===== config.mk =====
export PLATFORM = sky130hd
export DESIGN_NAME = modular_exponentiation_core
export DESIGN_NICKNAME = d
export VERILOG_FILES = /design/src/hw/rtl/mexp_pkg.sv /design/src/hw/rtl/mexp_modmul.sv /design/src/hw/rtl/modular_exponentiation_core.sv
export SDC_FILE = /design/constraint.sdc
export NUM_CORES = 1
export LEC_CHECK = 0
export BUFFER_PORTS_ARGS = -buffer_cell sky130_fd_sc_hd__buf_2
export CAP_MARGIN = 20
export CORE_AREA = 2 2 250 252
export CTS_BUF_LIST = sky130_fd_sc_hd__clkbuf_8
export CTS_CLUSTER_DIAMETER = 150
export DETAILED_ROUTE_END_ITERATION = 6
export DIE_AREA = 0 0 252 254
export MAX_ROUTING_LAYER = met4
export PLACE_DENSITY = 0.58
export RECOVER_POWER = 50
export SLEW_MARGIN = 20
export SYNTH_ARGS = -nofsm -noshare
export SYNTH_HDL_FRONTEND = slang
export SYNTH_SLANG_ARGS = --single-unit
export TNS_END_PERCENT = 50

===== constraint.sdc =====
create_clock -name clk -period 18.2 [get_ports clk]
set_input_delay 2.73 -clock clk [delete_from_list [all_inputs] [get_ports clk]]
set_output_delay 2.73 -clock clk [all_outputs]
set_load 0.02 [all_outputs]

===== src/hw/rtl/mexp_pkg.sv =====
// shared constants for the modular exponentiation core
// no dependencies; used by the modular multiplier and the top level
`default_nettype none

package mexp_pkg;

  // default sizes of the exponent vector and the modulus
  localparam int EXP_BITS_DEF = 32;
  localparam int MOD_BITS_DEF = 31;

  // exponent bit count field
  localparam int LEN_W = 6;

  // status codes
  localparam int STATUS_W = 2;
  localparam logic [STATUS_W-1:0] ST_OK        = 2'd0;
  localparam logic [STATUS_W-1:0] ST_ZERO_MOD  = 2'd1;
  localparam logic [STATUS_W-1:0] ST_EMPTY_EXP = 2'd2;

endpackage

`default_nettype wire


===== src/hw/rtl/mexp_modmul.sv =====
// bit-serial modular multiplier: prod = a * b mod n, one bit of b per cycle
// operands must satisfy a < n and n != 0; depends on mexp_pkg for defaults
`default_nettype none

module mexp_modmul #(
  parameter int MOD_BITS = mexp_pkg::MOD_BITS_DEF
) (
  input  logic                clk,
  input  logic                rst,
  input  logic                go,
  input  logic [MOD_BITS-1:0] a,
  input  logic [MOD_BITS-1:0] b,
  input  logic [MOD_BITS-1:0] n,
  output logic                done,
  output logic [MOD_BITS-1:0] prod
);

  localparam int CNT_W = $clog2(MOD_BITS + 1);
  localparam int T_W   = MOD_BITS + 2;

  logic [MOD_BITS-1:0] acc;
  logic [MOD_BITS-1:0] a_r;
  logic [MOD_BITS-1:0] b_r;
  logic [MOD_BITS-1:0] n_r;
  logic [CNT_W-1:0]    cnt;
  logic                running;

  logic [T_W-1:0]      t;
  logic [T_W-1:0]      n1;
  logic [T_W-1:0]      n2;
  logic [MOD_BITS-1:0] acc_next;

  // one step: acc = 2*acc + bit*a, then bring back below n (sum stays under 3n)
  always_comb begin
    t  = {1'b0, acc, 1'b0} + {2'b00, (b_r[MOD_BITS-1] ? a_r : '0)};
    n1 = {2'b00, n_r};
    n2 = {1'b0, n_r, 1'b0};
    if (t >= n2) begin
      acc_next = MOD_BITS'(t - n2);
    end else if (t >= n1) begin
      acc_next = MOD_BITS'(t - n1);
    end else begin
      acc_next = MOD_BITS'(t);
    end
  end

  // step control
  always_ff @(posedge clk) begin
    if (rst) begin
      running <= 1'b0;
      done    <= 1'b0;
      cnt     <= '0;
    end else begin
      done <= 1'b0;
      if (go) begin
        running <= 1'b1;
        cnt     <= CNT_W'(MOD_BITS);
      end else if (running) begin
        cnt <= cnt - 1'b1;
        if (cnt == CNT_W'(1)) begin
          running <= 1'b0;
          done    <= 1'b1;
        end
      end
    end
  end

  // operand and accumulator registers
  always_ff @(posedge clk) begin
    if (go) begin
      acc <= '0;
      a_r <= a;
      b_r <= b;
      n_r <= n;
    end else if (running) begin
      acc <= acc_next;
      b_r <= b_r << 1;
    end
  end

  assign prod = acc;

  // accumulator never leaves the residue range while stepping
  assert property (@(posedge clk) disable iff (rst) running |-> (acc < n_r))
    else $error("modmul accumulator not reduced");
  // a request always starts the stepping
  assert property (@(posedge clk) disable iff (rst) go |=> running)
    else $error("modmul did not start");
  // completion only after the last step
  assert property (@(posedge clk) disable iff (rst) done |-> (!running && $past(running)))
    else $error("modmul done without a run");

endmodule

`default_nettype wire


===== src/hw/rtl/modular_exponentiation_core.sv =====
// modular exponentiation core: left-to-right square-and-multiply
// the base is reduced first, then each exponent bit is tested, multiplied in when it is set
// and followed by a square (not after the last bit)
// one request at a time, set by the shared bit-serial multiplier; errors answer next cycle
// synchronous active-high reset returns the sequencer to idle; results cannot be stalled
`default_nettype none

module modular_exponentiation_core #(
  parameter int EXP_BITS = mexp_pkg::EXP_BITS_DEF,
  parameter int MOD_BITS = mexp_pkg::MOD_BITS_DEF
) (
  input  logic                          clk,
  input  logic                          rst,
  input  logic                          start,
  output logic                          busy,
  input  logic [MOD_BITS-1:0]           base,
  input  logic [EXP_BITS-1:0]           exponent_bits,
  input  logic [mexp_pkg::LEN_W-1:0]    exponent_length,
  input  logic [MOD_BITS-1:0]           modulus,
  output logic                          done,
  output logic [MOD_BITS-1:0]           power,
  output logic [mexp_pkg::STATUS_W-1:0] status
);

  import mexp_pkg::*;

  localparam int CW  = $clog2(EXP_BITS + 1);
  localparam int L7W = LEN_W + 1;

  typedef enum logic [2:0] {S_IDLE, S_RED, S_BIT, S_MUL, S_SQR} state_t;

  state_t              state;
  logic [EXP_BITS-1:0] exp_r;
  logic [CW-1:0]       cnt;
  logic [MOD_BITS-1:0] s;
  logic [MOD_BITS-1:0] y;
  logic [MOD_BITS-1:0] n_r;
  logic [MOD_BITS-1:0] op_a;
  logic [MOD_BITS-1:0] op_b;
  logic                mm_go;
  logic                mm_done;
  logic [MOD_BITS-1:0] mm_prod;

  logic [L7W-1:0]      len_ext;
  logic [L7W-1:0]      len_eff;
  logic [L7W-1:0]      shamt;
  logic [MOD_BITS-1:0] s0;

  // bit count saturates at the exponent width; first bit goes to the top
  always_comb begin
    len_ext = {1'b0, exponent_length};
    len_eff = (len_ext > L7W'(EXP_BITS)) ? L7W'(EXP_BITS) : len_ext;
    shamt   = L7W'(EXP_BITS) - len_eff;
    s0      = (modulus == MOD_BITS'(1)) ? '0 : MOD_BITS'(1);
  end

  assign busy = (state != S_IDLE);

  mexp_modmul #(
    .MOD_BITS(MOD_BITS)
  ) u_modmul (
    .clk  (clk),
    .rst  (rst),
    .go   (mm_go),
    .a    (op_a),
    .b    (op_b),
    .n    (n_r),
    .done (mm_done),
    .prod (mm_prod)
  );

  // sequencer
  always_ff @(posedge clk) begin
    if (rst) begin
      state <= S_IDLE;
      done  <= 1'b0;
      mm_go <= 1'b0;
    end else begin
      done  <= 1'b0;
      mm_go <= 1'b0;
      case (state)
        S_IDLE: begin
          if (start) begin
            if (modulus == '0) begin
              done   <= 1'b1;
              power  <= '0;
              status <= ST_ZERO_MOD;
            end else if (exponent_length == '0) begin
              done   <= 1'b1;
              power  <= '0;
              status <= ST_EMPTY_EXP;
            end else begin
              // reduce the base first: base * (1 mod n)
              n_r   <= modulus;
              s     <= s0;
              exp_r <= exponent_bits << shamt;
              cnt   <= CW'(len_eff);
              op_a  <= s0;
              op_b  <= base;
              mm_go <= 1'b1;
              state <= S_RED;
            end
          end
        end
        S_RED: begin
          if (mm_done) begin
            y     <= mm_prod;
            state <= S_BIT;
          end
        end
        S_BIT: begin
          exp_r <= exp_r << 1;
          if (exp_r[EXP_BITS-1]) begin
            op_a  <= s;
            op_b  <= y;
            mm_go <= 1'b1;
            state <= S_MUL;
          end else if (cnt == CW'(1)) begin
            done   <= 1'b1;
            power  <= s;
            status <= ST_OK;
            state  <= S_IDLE;
          end else begin
            op_a  <= s;
            op_b  <= s;
            mm_go <= 1'b1;
            state <= S_SQR;
          end
        end
        S_MUL: begin
          if (mm_done) begin
            if (cnt == CW'(1)) begin
              done   <= 1'b1;
              power  <= mm_prod;
              status <= ST_OK;
              state  <= S_IDLE;
            end else begin
              op_a  <= mm_prod;
              op_b  <= mm_prod;
              mm_go <= 1'b1;
              state <= S_SQR;
            end
          end
        end
        S_SQR: begin
          if (mm_done) begin
            s     <= mm_prod;
            cnt   <= cnt - 1'b1;
            state <= S_BIT;
          end
        end
        default: begin
          state <= S_IDLE;
        end
      endcase
    end
  end

  // multiplier completions only arrive while a multiply is awaited
  assert property (@(posedge clk) disable iff (rst)
    mm_done |-> (state == S_RED || state == S_MUL || state == S_SQR))
    else $error("unexpected multiplier completion");
  // an error result always carries a zero power
  assert property (@(posedge clk) disable iff (rst)
    (done && status != ST_OK) |-> (power == '0))
    else $error("error result with nonzero power");
  // a zero modulus is answered on the next cycle
  assert property (@(posedge clk) disable iff (rst)
    (start && !busy && modulus == '0) |=> (done && status == ST_ZERO_MOD))
    else $error("zero modulus not reported");
  // results come out with the sequencer back in idle
  assert property (@(posedge clk) disable iff (rst) done |-> !busy)
    else $error("result while busy");

endmodule

`default_nettype wire

# After elaboration in Yosys (flattened, before gate mapping)
# Cells that the tools add are included.
# op_classes
n_eq_ne	19
shift	1
muxes	74
n_lt_le_gt_ge	3
reduce_logical	18
bitwise_logic	4
addsub	6
# op_table
op	count
31-bit two-way mux	24
31-bit one-hot mux with 3 select lines	3
32-bit two-way mux	3
32-bit one-hot mux with 2 select lines	1
31-bit one-hot mux with 2 select lines	1
31-bit subtractor	2
32-bit by 31-bit adder with 33-bit output	1
33-bit by 31-bit greater-or-equal comparator with 1-bit output	1
33-bit by 32-bit greater-or-equal comparator with 1-bit output	1
32-bit by 7-bit left shift with 32-bit output	1
31-bit by 1-bit == test with 1-bit output, second input constant	1
31-bit zero test	1
6-bit two-way mux	5
3-bit two-way mux	7
1-bit two-way mux	17
8-bit AND reduction	2
5-bit AND reduction	3
2-bit != test, second input constant	7
2-bit two-way mux	6
3-bit one-hot mux with 4 select lines	1
6-bit one-hot mux with 2 select lines	1
6-bit AND reduction	2
5-bit two-way mux	2
6-bit by 6-bit subtractor with 7-bit output, first input constant	1
20 further kinds	31
# totals
out_inout_bits	35
regBits	362
elab_cells	144

# Longest topological paths before layout
# depth
depth_word	8
mapped_depth	24
mapped_depth_nobuf	21

# By module
# A second synthesis with hierarchy kept.
# hier_totals
hier_cells	2060
area_unflattened_um2	21774.6
# by_module_without_submodules
mod	area_per_inst_um2	cells_per_inst	n_inst	seq_area_each_um2
modular_exponentiation_core	11418.5	952	1	6886.6
mexp_modmul	10356.2	1108	1	3553.4

# Worst setup path before layout
# No wires, ideal clock.
# synth_path
path_kind	in2reg
startpoint	in exponent_length[1] (netlist bit)
endpoint	reg power[0], enable pin
setup_ps	587
stages	5
setup_slack_ps	9005
arrival_ps	8607
cell_sequence	nor3_1 > nor4b_1 > or3_1 > inv_1 > a2111oi_0
# synth_between
elab_chain_cells	3
# synth_rtl
item	line	rtl
start: declaration	modular_exponentiation_core.sv:18	input logic [mexp_pkg::LEN_W-1:0] exponent_length,
6-bit zero test	modular_exponentiation_core.sv:88	end else if (exponent_length == '0) begin
3-bit != test (no source line)	-	
8-bit AND reduction (no source line)	-	
end signal: assignment	modular_exponentiation_core.sv:120	power <= s;
end signal: assignment	modular_exponentiation_core.sv:134	power <= mm_prod;
end: declaration	modular_exponentiation_core.sv:21	output logic [MOD_BITS-1:0] power,
# Every way passes these cells.
# A chain may end at the register's enable or synchronous reset.

# Worst setup path in the final report
# layout_path
startpoint	reg u_modmul.b_r[30]
endpoint	reg u_modmul.acc[1] (netlist: u_modmul.prod[1])
# layout_between
elab_chain_cells	5
elab_cells_between_ends	8
# layout_rtl
item	line	rtl
start: declaration	mexp_modmul.sv:23	logic [MOD_BITS-1:0] b_r;
start signal: assignment	mexp_modmul.sv:77	b_r <= b_r << 1;
31-bit two-way mux *	mexp_modmul.sv:35	t = {1'b0, acc, 1'b0} + {2'b00, (b_r[MOD_BITS-1] ? a_r : '0)};
32-bit by 31-bit adder with 33-bit output *	mexp_modmul.sv:35	
31-bit subtractor or 33-bit by 31-bit greater-or-equal comparator with 1-bit output (tied branches)	mexp_modmul.sv:41, mexp_modmul.sv:40	
31-bit two-way mux	mexp_modmul.sv:40	end else if (t >= n1) begin
31-bit two-way mux *	mexp_modmul.sv:38	if (t >= n2) begin
end signal: assignment	mexp_modmul.sv:76	acc <= acc_next;
end: declaration	mexp_modmul.sv:21	logic [MOD_BITS-1:0] acc;
# Every way passes the cells marked *; elsewhere a longest branch is shown, timed or not.

==> summary.txt <==
Io pins: 138
Relative slew slack: -137%
Initial DRC Count: 1257
Total power: 0.00358 W
Register area share after synthesis: 50.4%
Largest net degree at the start of global routing: 71
Cell row count: 91
Placed cells: 2792
GR Util met3: 4.22%
Worst path max stage delay: 690 ps
Max_cap viols: 7
Fin. max-slew vios: 344
Final nets: 2274
CTS tree: built
All-Layer GR Usage: 18.5%
Crit share post-route: 36.8%
Root Buffer: clkbuf_8
Buf/Inv on CP: 1
Post-synth EDFFs: 319
Top cells by area, synth: edfxtp_1 (46%), ha_1 (5.9%), dfxtp_1 (4.2%), a21oi_1 (3.9%), mux2i_1 (3.8%)
Starting Density: 33.8%
Area post-placement: 0.0223 mm^2
Ys flop type: edfxtp_1
Cts repair resizes: 0
Peak supply drop: 65.9 uV
Initial DRT Pass Iterations: 5
Worst-path clk slew: 70 ps
Antenna-violating nets left: 0
Fmax: 149 MHz
Max clock buf depth: 3
Final Instance Area: 0.0236 mm^2
Crit-path cells: and2_1 -> ha_1 -> fa_1 -> a21oi_1 -> o21ai_1 -> a311oi_2 -> nand2_1 -> a311oi_1 -> xnor2_1 -> ha_1 -> nand3_1 -> nor3_1 -> a22oi_1 -> o21ai_0 -> a2111oi_0 -> a211oi_1 -> a211oi_4 -> buf_4 -> mux2_2 -> o211ai_1 -> a21oi_1
Area of the mapped netlist: 0.0207 mm^2
Kind of critical path: reg -> reg
Clk_lat worst skew: 640 ps
CTS sink cnt: 362
Post-Layout Cell Count: 2911
Cell taking the most area after synthesis: edfxtp_1
DRC: 0
Largest fanout on the critical path: 38
Async SR Flop Fraction: 0%
Layout cell share with drive strength beyond 1: 14.0%
Vias: 15704
Final Wtd Congestion: 0.914
Grt met1 use: 24.1%
PD cells: 151 mW/mm^2
# hold bufs at CTS: 0
Vias in the first global route: 15480
CP arrival: 7020 ps
Mean Syn Cell Area: 10.7 um^2
RSZ-0062 raised after global routing: false
Routed WL per cell: 20.0 um
Worst Setup Start Kind: flop
Area share of the largest cell type after synthesis: 46.3%
# setup viols final: 0
Reg-to-reg slack, setup: 11510 ps
FF/Latch Area: 0.0104 mm^2
CTS H-tree lvls: 3
Grt met2 use: 28.9%
CP Capture Type: flop
Largest Register: exp_r
Failing checks: max-capacitance violations, max-slew violations
Tightest Pin Transition: 3550 ps
Core area: 0.0613 mm^2
CP max-delay cell: edfxtp_1
Area delta synth->final: 14.1%
Post-CTS Setup Inserts: 0
Vias per cell: 5.39
Die Wd: 252 um
Drt total wl: 58.1 mm
#FFs+latches synth: 362
Die ar.: 0.0640 mm^2
Height of the chip: 254 um
CTS buffer count: 67
Final hold vios: 0
Fillers: 6050
Status: finished with violations
Synth cell types: 83
GR peak layer: met2
Detail Placement HPWL: 42.6 mm
Setup TNS: 0 ps
Worst path required time: 18530 ps
Lkg Pwr: 9.15 nW
Commonest cells post-synth: edfxtp_1 (319), a21oi_1 (161), nand2_1 (160), nor2_1 (146), o21ai_0 (124)
Synth Warn #: 0
Port Buffers: 137
Max reg flops: 32
Delay-heaviest family, CP: compound AO/OA/AOI/OAI gates
Syn nets: 2136
Overflow after GRT: 0
Area of the multi-input gates: 0.00970 mm^2
Synth Instances: 1933
Setup Skew: 34.3 ps
Min Tclk post-route: 6690 ps
First-pass GRT wire length: 89.2 mm
Worst hold-check path type: reg -> reg
Most numerous cell in the Yosys netlist: edfxtp_1
Initial antenna violation count: 2
[final cells by class]
class,instances,area share [%]
diodes,2,0.0212
clock buffers,73,4.25
clock inverters,44,1.76
inverters,67,1.06
multi-input cells,1410,41.1
flip-flops and latches,362,44.2
well taps,790,4.18
repair buffers,163,3.46
[through the flow]
stage	setup WS (ps)	util, %	hold slack, ps
after global placement	11230	36.4	403
after CTS	11750	38.7	410
after global routing	10940	38.6	413
after floorplan	9010	-	400
final	11510	38.6	392
after detailed placement	11270	36.4	405
[final timing paths]
kind	from	endpoint	cells past startpoint
max	u_modmul.b_r[30]$_DFFE_PP_	u_modmul.prod[1]$_SDFFE_PP0P_	21
min	op_a[28]$_DFFE_PP_	u_modmul.a_r[28]$_DFFE_PP_	0
min reg2reg	op_a[28]$_DFFE_PP_	u_modmul.a_r[28]$_DFFE_PP_	0
max reg2reg	u_modmul.b_r[30]$_DFFE_PP_	u_modmul.prod[1]$_SDFFE_PP0P_	21
[cell usage in the layout (no fill, tap or decap), types with 13 or more instances in the layout]
master / count
edfxtp_1: 319
dfxtp_1: 43
and2_1: 47
nor4_1: 13
a211oi_1: 21
xnor2_1: 52
nand2_1: 159
o211ai_1: 22
nor2b_1: 13
a22o_1: 53
mux2i_1: 79
nor2_1: 145
a22oi_1: 16
clkbuf_8: 73
a21oi_1: 161
and2_0: 23
a21o_1: 23
nand2b_1: 23
mux2_2: 35
ha_1: 97
o21ai_0: 124
nand3_1: 25
clkbuf_1: 34
buf_2: 111
and3_1: 13
xor2_1: 37
buf_4: 18
inv_1: 79
nor3_1: 45
[metal layers]
| metal | wire length (um) | share of wire (%) |
|---|---|---|
| met2 | 26600 | 46 |
| met1 | 26600 | 46 |
| met3 | 3570 | 6.1 |
| met4 | 1410 | 2.4 |
| met5 | 0 | 0 |
[kinds of logic (layout without fill, tap and decap cells)]
logic type                 count (synthesis)  in the layout  share of synthesized area [%]
buffers and inverters                    161            347                           3.03
and+or+nand+nor                          559            559                           13.0
DFF                                      362            362                           50.4
adders and majority gates                100            100                           6.15
other                                      0              2                              0
muxes                                    126            126                           6.92
xor gates and xnor gates                  90             90                           3.81
AOI/OAI and AO/OA                        535            535                           16.7
[where the power goes]
part	leakage (nW)	switching (W)	internal, W
clock network	0.768	0.000362	0.000486
logic	5.02	0.000993	0.000651
registers	3.36	0.0000875	0.000997
[worst reg2reg max path: cells and delay by family (launching register included)]
family / cells / cell delay (ps)
AOI/OAI and AO/OA: 11 / 2760
adders and majority gates: 3 / 1020
and+or+nand+nor: 4 / 770
DFF: 1 / 690
buffers and inverters: 1 / 470
muxes: 1 / 420
xor gates and xnor gates: 1 / 270
Power figures use the tool's default switching activity.
